==> config.mk <==
export PLATFORM = sky130hd
export DESIGN_NAME = image_dimension_guesser
export DESIGN_NICKNAME = d
export VERILOG_FILES = /design/src/hw/rtl/idg_pkg.sv /design/src/hw/rtl/image_dimension_guesser.sv /design/src/hw/rtl/idg_front.sv /design/src/hw/rtl/idg_root_cell.sv
export SDC_FILE = /design/constraint.sdc
export NUM_CORES = 1
export LEC_CHECK = 0
export ABC_AREA = 1
export BUFFER_PORTS_ARGS = -buffer_cell sky130_fd_sc_hd__buf_2
export CAP_MARGIN = 30
export CORE_MARGIN = 5
export CORE_UTILIZATION = 45
export DETAILED_ROUTE_END_ITERATION = 8
export PLACE_DENSITY = 0.67
export SYNTH_ARGS = -nofsm -noshare
export SYNTH_HDL_FRONTEND = slang
export SYNTH_SLANG_ARGS = --single-unit
==> constraint.sdc <==
create_clock -name i_clk -period 12.75 [get_ports i_clk]
set_clock_uncertainty 0.05 [all_clocks]
set_input_delay 1.9125 -clock i_clk [delete_from_list [all_inputs] [get_ports i_clk]]
set_output_delay 1.9125 -clock i_clk [all_outputs]
set_load 0.03 [all_outputs]
==> src/hw/rtl/idg_pkg.sv <==
package idg_pkg;

    localparam int COUNT_BITS_DFLT = 32;
    localparam int IN_BITS         = 32;
    localparam int DIM_BITS        = 16;
    localparam int TBL_LEN         = 25;
    localparam int IDX_BITS        = $clog2(TBL_LEN);

    localparam logic [DIM_BITS-1:0] DIM_MAX = '1;

    localparam logic [DIM_BITS-1:0] TBL_W [TBL_LEN] = '{
        16'd160,  16'd192,  16'd320,  16'd320,  16'd384,
        16'd640,  16'd640,  16'd640,  16'd640,  16'd640,
        16'd720,  16'd720,  16'd768,  16'd1024, 16'd1152,
        16'd1280, 16'd1280, 16'd1440, 16'd1536, 16'd1600,
        16'd1600, 16'd3072, 16'd3200, 16'd3400, 16'd4700
    };

    localparam logic [DIM_BITS-1:0] TBL_H [TBL_LEN] = '{
        16'd120,  16'd128,  16'd200,  16'd240,  16'd256,
        16'd512,  16'd400,  16'd480,  16'd485,  16'd486,
        16'd485,  16'd486,  16'd512,  16'd768,  16'd900,
        16'd960,  16'd1024, 16'd972,  16'd1024, 16'd1200,
        16'd1280, 16'd2048, 16'd4000, 16'd4400, 16'd3300
    };

    // Product of one table pair; only ever called with a constant index.
    function automatic logic [63:0] tbl_product(input int idx);
        return 64'(TBL_W[idx]) * 64'(TBL_H[idx]);
    endfunction

endpackage

==> src/hw/rtl/image_dimension_guesser.sv <==
// Guesses image width and height from a pixel count.
// Input channel: i_valid / o_ready with i_pixel_count, one count per beat.
// Output channel: o_valid / i_ready with o_found, o_width, o_height, one
// result beat for every input beat, in order.
// A count matching a product of the built-in list of common sizes takes the
// first such pair; otherwise a perfect square gives its root as both sides;
// anything else, and a zero count, reports not found with zero dimensions.
// One register for the list compare, one cell per root digit, one output
// register. A new count is taken every cycle while o_ready is high.
// Every stage holds its beat while the one after it is full, so a stalled
// receiver first fills the bubbles and only then drops o_ready; up to
// (COUNT_BITS + 1) / 2 + 2 beats can sit in the block.
// Reset empties all stages; no result is pending after it.
module image_dimension_guesser import idg_pkg::*; #(
    parameter int COUNT_BITS = COUNT_BITS_DFLT
) (
    input  logic                i_clk,
    input  logic                i_rst_n,
    input  logic                i_valid,
    output logic                o_ready,
    input  logic [IN_BITS-1:0]  i_pixel_count,
    output logic                o_valid,
    input  logic                i_ready,
    output logic                o_found,
    output logic [DIM_BITS-1:0] o_width,
    output logic [DIM_BITS-1:0] o_height
);

    localparam int ROOT_BITS = (COUNT_BITS + 1) / 2;
    localparam int NW        = 2 * ROOT_BITS;
    localparam int REMW      = ROOT_BITS + 2;

    logic                 c_valid [ROOT_BITS+1];
    logic                 c_ready [ROOT_BITS+1];
    logic [NW-1:0]        c_n     [ROOT_BITS+1];
    logic [REMW-1:0]      c_rem   [ROOT_BITS+1];
    logic [ROOT_BITS-1:0] c_root  [ROOT_BITS+1];
    logic                 c_hit   [ROOT_BITS+1];
    logic [IDX_BITS-1:0]  c_idx   [ROOT_BITS+1];
    logic                 c_zero  [ROOT_BITS+1];

    logic                 r_out_valid;
    logic                 r_found;
    logic [DIM_BITS-1:0]  r_width;
    logic [DIM_BITS-1:0]  r_height;

    logic                 n_found;
    logic [DIM_BITS-1:0]  n_width;
    logic [DIM_BITS-1:0]  n_height;
    logic                 out_open;
    logic                 out_take;
    logic                 is_square;

    idg_front #(
        .COUNT_BITS (COUNT_BITS),
        .ROOT_BITS  (ROOT_BITS)
    ) u_front (
        .i_clk         (i_clk),
        .i_rst_n       (i_rst_n),
        .i_valid       (i_valid),
        .o_ready       (o_ready),
        .i_pixel_count (i_pixel_count),
        .o_valid       (c_valid[0]),
        .i_ready       (c_ready[0]),
        .o_n           (c_n[0]),
        .o_hit         (c_hit[0]),
        .o_idx         (c_idx[0]),
        .o_zero        (c_zero[0])
    );

    // The root starts from an empty remainder and an empty partial root.
    assign c_rem[0]  = '0;
    assign c_root[0] = '0;

    for (genvar k = 0; k < ROOT_BITS; k++) begin : g_cell
        idg_root_cell #(
            .ROOT_BITS (ROOT_BITS)
        ) u_cell (
            .i_clk   (i_clk),
            .i_rst_n (i_rst_n),
            .i_valid (c_valid[k]),
            .o_ready (c_ready[k]),
            .i_n     (c_n[k]),
            .i_rem   (c_rem[k]),
            .i_root  (c_root[k]),
            .i_hit   (c_hit[k]),
            .i_idx   (c_idx[k]),
            .i_zero  (c_zero[k]),
            .o_valid (c_valid[k+1]),
            .i_ready (c_ready[k+1]),
            .o_n     (c_n[k+1]),
            .o_rem   (c_rem[k+1]),
            .o_root  (c_root[k+1]),
            .o_hit   (c_hit[k+1]),
            .o_idx   (c_idx[k+1]),
            .o_zero  (c_zero[k+1])
        );
    end

    assign out_open            = !r_out_valid || i_ready;
    assign c_ready[ROOT_BITS]  = out_open;
    assign out_take            = c_valid[ROOT_BITS] && out_open;

    // A square counts only if its root fits the dimension fields.
    always_comb begin
        is_square = (c_rem[ROOT_BITS] == '0)
                 && (64'(c_root[ROOT_BITS]) <= 64'(DIM_MAX));
        n_found   = 1'b0;
        n_width   = '0;
        n_height  = '0;
        priority if (c_zero[ROOT_BITS]) begin
            n_found = 1'b0;
        end else if (c_hit[ROOT_BITS]) begin
            n_found  = 1'b1;
            n_width  = TBL_W[c_idx[ROOT_BITS]];
            n_height = TBL_H[c_idx[ROOT_BITS]];
        end else if (is_square) begin
            n_found  = 1'b1;
            n_width  = DIM_BITS'(c_root[ROOT_BITS]);
            n_height = DIM_BITS'(c_root[ROOT_BITS]);
        end else begin
            n_found = 1'b0;
        end
    end

    always_ff @(posedge i_clk) begin
        if (!i_rst_n) begin
            r_out_valid <= 1'b0;
        end else if (out_open) begin
            r_out_valid <= c_valid[ROOT_BITS];
        end
    end

    always_ff @(posedge i_clk) begin
        if (out_take) begin
            r_found  <= n_found;
            r_width  <= n_width;
            r_height <= n_height;
        end
    end

    assign o_valid  = r_out_valid;
    assign o_found  = r_found;
    assign o_width  = r_width;
    assign o_height = r_height;

`ifndef SYNTHESIS
    a_not_found_zero: assert property (@(posedge i_clk) disable iff (!i_rst_n)
        (o_valid && !o_found) |-> (o_width == '0 && o_height == '0))
        else $error("not-found result carries nonzero dimensions");

    a_found_nonzero: assert property (@(posedge i_clk) disable iff (!i_rst_n)
        (o_valid && o_found) |-> (o_width != '0 && o_height != '0))
        else $error("found result carries a zero dimension");

    a_pairs_consumed: assert property (@(posedge i_clk) disable iff (!i_rst_n)
        c_valid[ROOT_BITS] |-> (c_n[ROOT_BITS] == '0))
        else $error("root chain ended with count bits left over");

    a_reset_empty: assert property (@(posedge i_clk)
        $past(!i_rst_n) |-> !o_valid)
        else $error("result pending right after reset");
`endif

endmodule

==> src/hw/rtl/idg_front.sv <==
module idg_front import idg_pkg::*; #(
    parameter int COUNT_BITS = COUNT_BITS_DFLT,
    parameter int ROOT_BITS  = (COUNT_BITS + 1) / 2
) (
    input  logic                   i_clk,
    input  logic                   i_rst_n,
    input  logic                   i_valid,
    output logic                   o_ready,
    input  logic [IN_BITS-1:0]     i_pixel_count,
    output logic                   o_valid,
    input  logic                   i_ready,
    output logic [2*ROOT_BITS-1:0] o_n,
    output logic                   o_hit,
    output logic [IDX_BITS-1:0]    o_idx,
    output logic                   o_zero
);

    localparam int NW = 2 * ROOT_BITS;

    logic                r_valid;
    logic [NW-1:0]       r_n;
    logic                r_hit;
    logic [IDX_BITS-1:0] r_idx;
    logic                r_zero;

    logic [NW-1:0]       n_n;
    logic                n_hit;
    logic [IDX_BITS-1:0] n_idx;
    logic                n_zero;
    logic [63:0]         pc_ext;
    logic [63:0]         cnt_ext;
    logic                take;

    assign o_ready = !r_valid || i_ready;
    assign take    = i_valid && o_ready;

    // Bits of the count at and above COUNT_BITS are dropped here.
    always_comb begin
        pc_ext  = 64'(i_pixel_count);
        cnt_ext = 64'(pc_ext[COUNT_BITS-1:0]);
        n_n     = NW'(cnt_ext);
        n_zero  = (cnt_ext == 64'd0);
        n_hit   = 1'b0;
        n_idx   = '0;
        // Walk from the back so the earliest matching pair wins.
        for (int i = TBL_LEN - 1; i >= 0; i--) begin
            if (cnt_ext == tbl_product(i)) begin
                n_hit = 1'b1;
                n_idx = IDX_BITS'(i);
            end
        end
    end

    always_ff @(posedge i_clk) begin
        if (!i_rst_n) begin
            r_valid <= 1'b0;
        end else if (o_ready) begin
            r_valid <= i_valid;
        end
    end

    always_ff @(posedge i_clk) begin
        if (take) begin
            r_n    <= n_n;
            r_hit  <= n_hit;
            r_idx  <= n_idx;
            r_zero <= n_zero;
        end
    end

    assign o_valid = r_valid;
    assign o_n     = r_n;
    assign o_hit   = r_hit;
    assign o_idx   = r_idx;
    assign o_zero  = r_zero;

endmodule

==> src/hw/rtl/idg_root_cell.sv <==
module idg_root_cell import idg_pkg::*; #(
    parameter int ROOT_BITS = (COUNT_BITS_DFLT + 1) / 2
) (
    input  logic                   i_clk,
    input  logic                   i_rst_n,
    input  logic                   i_valid,
    output logic                   o_ready,
    input  logic [2*ROOT_BITS-1:0] i_n,
    input  logic [ROOT_BITS+1:0]   i_rem,
    input  logic [ROOT_BITS-1:0]   i_root,
    input  logic                   i_hit,
    input  logic [IDX_BITS-1:0]    i_idx,
    input  logic                   i_zero,
    output logic                   o_valid,
    input  logic                   i_ready,
    output logic [2*ROOT_BITS-1:0] o_n,
    output logic [ROOT_BITS+1:0]   o_rem,
    output logic [ROOT_BITS-1:0]   o_root,
    output logic                   o_hit,
    output logic [IDX_BITS-1:0]    o_idx,
    output logic                   o_zero
);

    localparam int NW   = 2 * ROOT_BITS;
    localparam int REMW = ROOT_BITS + 2;

    logic                 r_valid;
    logic [NW-1:0]        r_n;
    logic [REMW-1:0]      r_rem;
    logic [ROOT_BITS-1:0] r_root;
    logic                 r_hit;
    logic [IDX_BITS-1:0]  r_idx;
    logic                 r_zero;

    logic [NW-1:0]        n_n;
    logic [REMW-1:0]      n_rem;
    logic [ROOT_BITS-1:0] n_root;
    logic [REMW-1:0]      rem_sh;
    logic [REMW-1:0]      trial;
    logic                 fits;
    logic                 take;

    assign o_ready = !r_valid || i_ready;
    assign take    = i_valid && o_ready;

    // One digit of the root: bring down the next bit pair and try 4r+1.
    // The remainder never exceeds twice the partial root, so its top two
    // bits are always clear before the shift.
    always_comb begin
        rem_sh = {i_rem[REMW-3:0], i_n[NW-1 -: 2]};
        trial  = {i_root, 2'b01};
        fits   = (rem_sh >= trial);
        n_rem  = fits ? (rem_sh - trial) : rem_sh;
        n_root = {i_root[ROOT_BITS-2:0], fits};
        n_n    = {i_n[NW-3:0], 2'b00};
    end

    always_ff @(posedge i_clk) begin
        if (!i_rst_n) begin
            r_valid <= 1'b0;
        end else if (o_ready) begin
            r_valid <= i_valid;
        end
    end

    always_ff @(posedge i_clk) begin
        if (take) begin
            r_n    <= n_n;
            r_rem  <= n_rem;
            r_root <= n_root;
            r_hit  <= i_hit;
            r_idx  <= i_idx;
            r_zero <= i_zero;
        end
    end

    assign o_valid = r_valid;
    assign o_n     = r_n;
    assign o_rem   = r_rem;
    assign o_root  = r_root;
    assign o_hit   = r_hit;
    assign o_idx   = r_idx;
    assign o_zero  = r_zero;

endmodule
Word-level counts from Yosys, hierarchy flattened
Memories as Yosys holds them, arrays and structs flattened.
Index checks and enable logic that the tools add are counted.
{"block": "classes", "order_cmp": 17, "n_mul": 0, "div": 0, "add_sub_neg": 16, "n_reduce_logical": 61, "muxes": 50, "eq_ne": 25, "shifts": 0, "n_bitwise": 1}
{"operator": "$mux 16", "n": 21}
{"operator": "$eq 32x19->1 const B", "n": 7}
{"operator": "$eq 32x21->1 const B", "n": 6}
{"operator": "$eq 32x24->1 const B", "n": 3}
{"operator": "$eq 32x15->1 const B", "n": 2}
{"operator": "$eq 32x17->1 const B", "n": 2}
{"operator": "$eq 32x20->1 const B", "n": 2}
{"operator": "$mux 5", "n": 9}
{"operator": "$eq 32x16->1 const B", "n": 1}
{"operator": "$eq 32x18->1 const B", "n": 1}
{"operator": "$eq 32x23->1 const B", "n": 1}
{"operator": "$logic_not 32->1", "n": 1}
{"operator": "$mux 4", "n": 8}
{"operator": "$reduce_or 24->1", "n": 1}
{"operator": "$ge 18x10->1", "n": 1}
{"operator": "$ge 18x11->1", "n": 1}
{"operator": "$ge 18x12->1", "n": 1}
{"operator": "$ge 18x13->1", "n": 1}
{"operator": "$ge 18x14->1", "n": 1}
{"operator": "$ge 18x15->1", "n": 1}
{"operator": "$ge 18x16->1", "n": 1}
{"operator": "$ge 18x17->1", "n": 1}
{"operator": "$ge 18x3->1", "n": 1}
{"operator": "$ge 18x4->1", "n": 1}
{"operator": "other kinds (36)", "n": 95}
{"block": "totals", "mem_bits_rw": 0, "inputBits": 36, "n_memories": 2, "mem_bits_ro": 1024, "ff_bits": 823, "latch_bits": 0}
{"memory": "(name not given)", "words": 32, "word_bits": 16, "read_ports": 1, "rd_clocked_by_memory_dff": 0, "wr": 0, "line_no": "image_dimension_guesser.sv:116", "text": "n_height = TBL_H[c_idx[ROOT_BITS]];"}
{"memory": "(name not given)", "words": 32, "word_bits": 16, "read_ports": 1, "rd_clocked_by_memory_dff": 0, "wr": 0, "line_no": "image_dimension_guesser.sv:115", "text": "n_width = TBL_W[c_idx[ROOT_BITS]];"}

Longest topological paths before layout
{"block": "depth", "depth_word": 25, "ltp_mapped": 17, "ltp_nobuf": 16}

Cells and area by module
A second synthesis with hierarchy kept.
{"block": "hier_totals", "hier_cells": 6408, "area_unflattened_um2": 63264.4}
{"module": "idg_root_cell at g_cell[15].u_cell ...", "instances": 10, "cells_each": 369, "area_per_inst_um2": 3671.0, "seq_area_each_um2": 2152.1}
{"module": "idg_root_cell at g_cell[0].u_cell ...", "instances": 6, "cells_each": 369, "area_per_inst_um2": 3722.3, "seq_area_each_um2": 2152.1}
{"module": "idg_front", "instances": 1, "cells_each": 258, "area_per_inst_um2": 2233.4, "seq_area_each_um2": 1191.1}
{"module": "image_dimension_guesser", "instances": 1, "cells_each": 246, "area_per_inst_um2": 1986.9, "seq_area_each_um2": 920.9}

Worst setup path after synthesis
Ideal clock, no wire load.
{"block": "synth_path", "path_kind": "in2reg", "startpoint": "input port i_ready", "endpoint": "register g_cell[4].u_cell.r_hit, enable pin", "setup_time_ns": 0.474, "stages": 10, "t_required_ns": 12.226, "path_slack_ns": 7.256, "arrival_time_ns": 4.970, "cell_sequence": "inv_1 nand3_2 nor2_2 nand4_2 nor2_2 nand2_1 nor2_1 nand3_1 nor2_1 a21oi_1"}
{"block": "synth_via", "elab_chain_cells": 14}
{"element": "start, declared", "line_no": "image_dimension_guesser.sv:23", "text": "input logic i_ready,"}
{"element": "$logic_or 1x1->1", "line_no": "image_dimension_guesser.sv:100", "text": "assign out_open = !r_out_valid || i_ready;"}
{"element": "$logic_or 1x1->1 (12 in series)", "line_no": "idg_root_cell.sv:43", "text": "assign o_ready = !r_valid || i_ready;"}
{"element": "$logic_and 1x1->1", "line_no": "idg_root_cell.sv:44", "text": "assign take = i_valid && o_ready;"}
{"element": "via g_cell[4].u_cell.take", "line_no": "idg_root_cell.sv:41", "text": "logic take;"}
{"element": "end signal, assigned", "line_no": "idg_root_cell.sv:71", "text": "r_hit <= i_hit;"}
{"element": "end, declared", "line_no": "idg_root_cell.sv:31", "text": "logic r_hit;"}
The timed path passes the listed nets, and every way through them passes these cells.
A chain may end at the register's enable or synchronous reset.

Worst setup path in the final report
{"block": "layout_path", "startpoint": "input port i_ready", "endpoint": "output port o_ready"}
{"block": "layout_via", "elab_chain_cells": 18}
{"element": "$logic_or 1x1->1", "line_no": "image_dimension_guesser.sv:100"}
{"element": "$logic_or 1x1->1 (16 in series)", "line_no": "idg_root_cell.sv:43"}
{"element": "$logic_or 1x1->1", "line_no": "idg_front.sv:34", "text": "assign o_ready = !r_valid || i_ready;"}
{"element": "end, declared", "line_no": "image_dimension_guesser.sv:20", "text": "output logic o_ready,"}
Every way passes these cells.

==> metrics.csv <==
stage,metric,value,unit
sta,f_max,169.3,MHz
drt,Initial DRT Pass Iterations,5,
die,Die H,296.1,um
drt,# DRC,0,
die,die width,296.1,um
yosys,top-area cell type share of the netlist area,65.12,%
yosys,synth unique cells,74,
sta,Slew headroom,33.80,%
clocking,CTS resizes,0,
hold_path,HP Class,flop to flop,
grt,Total GRT Usage,14.70,%
sta,unrepaired setup endpoints after global routing,false,
yosys,Post-synth EDFFs,799,
power,Cell Pwr Density,131.6,nW/um^2
yosys,Mapped Area,36840,um^2
yosys,Synth area leader,edfxtp_1,
job,maxcap violations,0,
drt,DR WL/cell,14.75,um
critical_path,critical path startpoint category,input pin,
grt,global-route wire length before repair,105.3,mm
yosys,"Top FF cell, synth",edfxtp_1,
die,IO Pins,71,
critical_path,Worst Path Max Fanout,4,
critical_path,Worst Setup Path Type,input pin to output port,
clocking,Worst-path clk slew,0.06,ns
clocking,worst skew pair latency,0.64,ns
critical_path,Worst EP required,10.79,ns
drt,Routed Antenna Nets,0,
drt,drt first-iter violations,1349,
yosys,Yosys reg bits,817,
layout,layout cells sized above 1,9.778,%
layout,area grow syn2layout,12.23,%
clocking,CTS Sinks,817,
outcome,status,finished clean,
sta,setup TNS,0,ns
sta,Slew Limit Fails,0,
die,core area,81580,um^2
place,routability cong.,0.9011,
clocking,CTS Buffer Depth,3,
die,# rows,105,
yosys,Mapped Nets,3272,
clocking,CTS tree,built,
layout,Nets,3410,
sta,Hold WS,0.3597,ns
yosys,Post-synth ARST share,0,%
critical_path,critical path endpoint category,output port,
clocking,root buf cell,clkbuf_16,
die,DIE AREA,87690,um^2
clocking,CTS Hold Bufs,0,
power,Power Total,5.442,mW
die,Initial Util,45.16,%
sta,"Hold Vio Cnt, Final",0,
yosys,Synth Instances,3077,
yosys,YS warnings,0,
drt,final WL,64.22,mm
critical_path,CP arrival,3.94,ns
power,Max rail drop VDD,0.0001262,V
sta,Final min period,5.905,ns
layout,final core occ,50.68,%
yosys,synthesized area per cell,11.97,um^2
grt,global route overflow,0,
grt,largest net degree at the start of global routing,52,
layout,antenna cell count,0,
sta,Worst Tran Pin Value,0.9893,ns
yosys,Post-synth top cells,"799 x edfxtp_1, 415 x nand2_1, 408 x inv_1, 300 x nor2_1, 208 x a21oi_1",
clocking,Num CTS Buffers,82,
place,post-DP HPWL,47.50,mm
clocking,H-tree level count,3,
power,leakage,15.62,nW
sta,setup violators final,0,
drt,Vias/cell,4.999,
drt,via count,21760,
grt,initial antenna violation count,0,
place,PortBufs,70,
yosys,"Seq/Total Area, Yosys",66.10,%
yosys,main area contributors after synthesis,"edfxtp_1 65%, ha_1 5.4%, nand2_1 4.2%",
grt,vias in the first global route,21170,
yosys,most frequent cell after synthesis,edfxtp_1,
clocking,postcts setup bufs,0,
sta,period utilization,46.32,%
-- report_power, final --
part	leakage (nW)	switching (mW)	internal [mW]
sequential	7.39	0.0107	2.95
combinational	6.88	0.0448	0.0205
clock	1.35	1.00	1.41
-- final timing paths --
path	slack (ns)	to	start	cells after the start
max reg2reg	9.60	g_cell[13].u_cell.o_rem[5]	g_cell[12].u_cell.o_rem[1]	13
max	6.84	o_ready	i_ready	12
min	0.36	g_cell[1].u_cell.o_n[20]	g_cell[0].u_cell.o_n[18]	0
min reg2reg	0.36	g_cell[1].u_cell.o_n[20]	g_cell[0].u_cell.o_n[18]	0
-- flip-flops by register name, summed over array words and instances (netlist names) --
name and count:
u_front.o_n 32, g_cell.u_cell.o_zero 16, u_front.o_valid 1, u_front.o_hit 1, u_front.o_zero 1, g_cell.u_cell.o_hit 16, o_valid 1, g_cell.u_cell.o_idx 80
g_cell.u_cell.o_root 136, o_found 1, u_front.o_idx 5, g_cell.u_cell.o_valid 16, g_cell.u_cell.o_rem 242, g_cell.u_cell.o_n 240, o_height 15, o_width 14
-- metrics by stage --
stage,std cells,worst slack [ns],instance area (um^2)
2_1_floorplan,3077,7.256,36840
3_3_place_gp,4195,6.838,38470
3_5_place_dp,4200,6.835,38560
4_1_cts,4352,6.830,41330
5_1_grt,4353,6.601,41350
6_report,4353,6.845,41350
-- layout by cell type (no fill, tap or decap), types with 5 or more instances in the layout --
cell type / Yosys / final
a211oi_1: 6 / 6
a21o_1: 13 / 13
a21oi_1: 208 / 204
a21oi_2: 18 / 18
a31oi_1: 21 / 21
buf_12: 2 / 5
buf_2: 13 / 70
buf_4: 9 / 16
bufinv_16: 0 / 9
clkbuf_1: 9 / 17
clkbuf_16: 0 / 82
clkinv_1: 1 / 16
clkinv_2: 0 / 14
dfxtp_1: 18 / 18
edfxtp_1: 799 / 799
ha_1: 159 / 159
inv_1: 408 / 405
inv_2: 6 / 8
nand2_1: 415 / 415
nand2_2: 8 / 8
nand2_4: 5 / 5
nand3_1: 99 / 99
nand3_2: 6 / 6
nand4_1: 44 / 44
nor2_1: 300 / 295
nor2_2: 9 / 9
nor2_4: 1 / 6
nor3_1: 41 / 41
nor4_1: 15 / 15
o2111ai_1: 5 / 5
o211ai_1: 8 / 8
o21a_1: 6 / 6
o21ai_0: 146 / 146
o21ai_1: 15 / 15
o21ai_2: 7 / 7
o21bai_1: 7 / 7
o31ai_1: 5 / 5
or2_2: 15 / 15
xnor2_1: 65 / 65
xor2_1: 100 / 100
-- area by class of cell --
| class | count | area, um^2 |
|---|---|---|
| Inverter | 416 | 1564 |
| Sequential cell | 817 | 24350 |
| Multi-Input combinational cell | 1807 | 10750 |
| Timing Repair Buffer | 91 | 570.5 |
| Clock buffer | 103 | 2171 |
| Fill cell | 6994 | 40240 |
| Tap cell | 1070 | 1339 |
| Clock inverter | 49 | 598.1 |
-- logic make-up after synthesis --
| group | synth area share (%) |
|---|---|
| other | 0.01018 |
| flip-flops | 66.10 |
| adder cells (fa/ha/maj) | 5.400 |
| AND/OR/NAND/NOR | 11.64 |
| AO/OA/AOI/OAI | 7.947 |
| XOR/XNOR | 3.967 |
| buffers and inverters | 4.935 |
-- critical path: stages --
cell and delay [ns]:
buf_2 0.11, inv_1 0.13, nand3_2 0.19, nor2_2 0.18
nand4_2 0.13, nor2_2 0.24, nand4_2 0.16, nor2_2 0.13
nand4_2 0.15, nor2_2 0.23, nand4_2 0.15, buf_2 0.22
-- layer usage --
layer,vias to the layer above,wire length (um),global-route usage (%)
met5,-,0,0
met1,10190,27970,18.71
met4,0,1701,4.530
met2,393,31590,25.64
li1,11060,-,-
met3,126,2959,2.883
No activity file was read; power rests on OpenSTA's default activity.
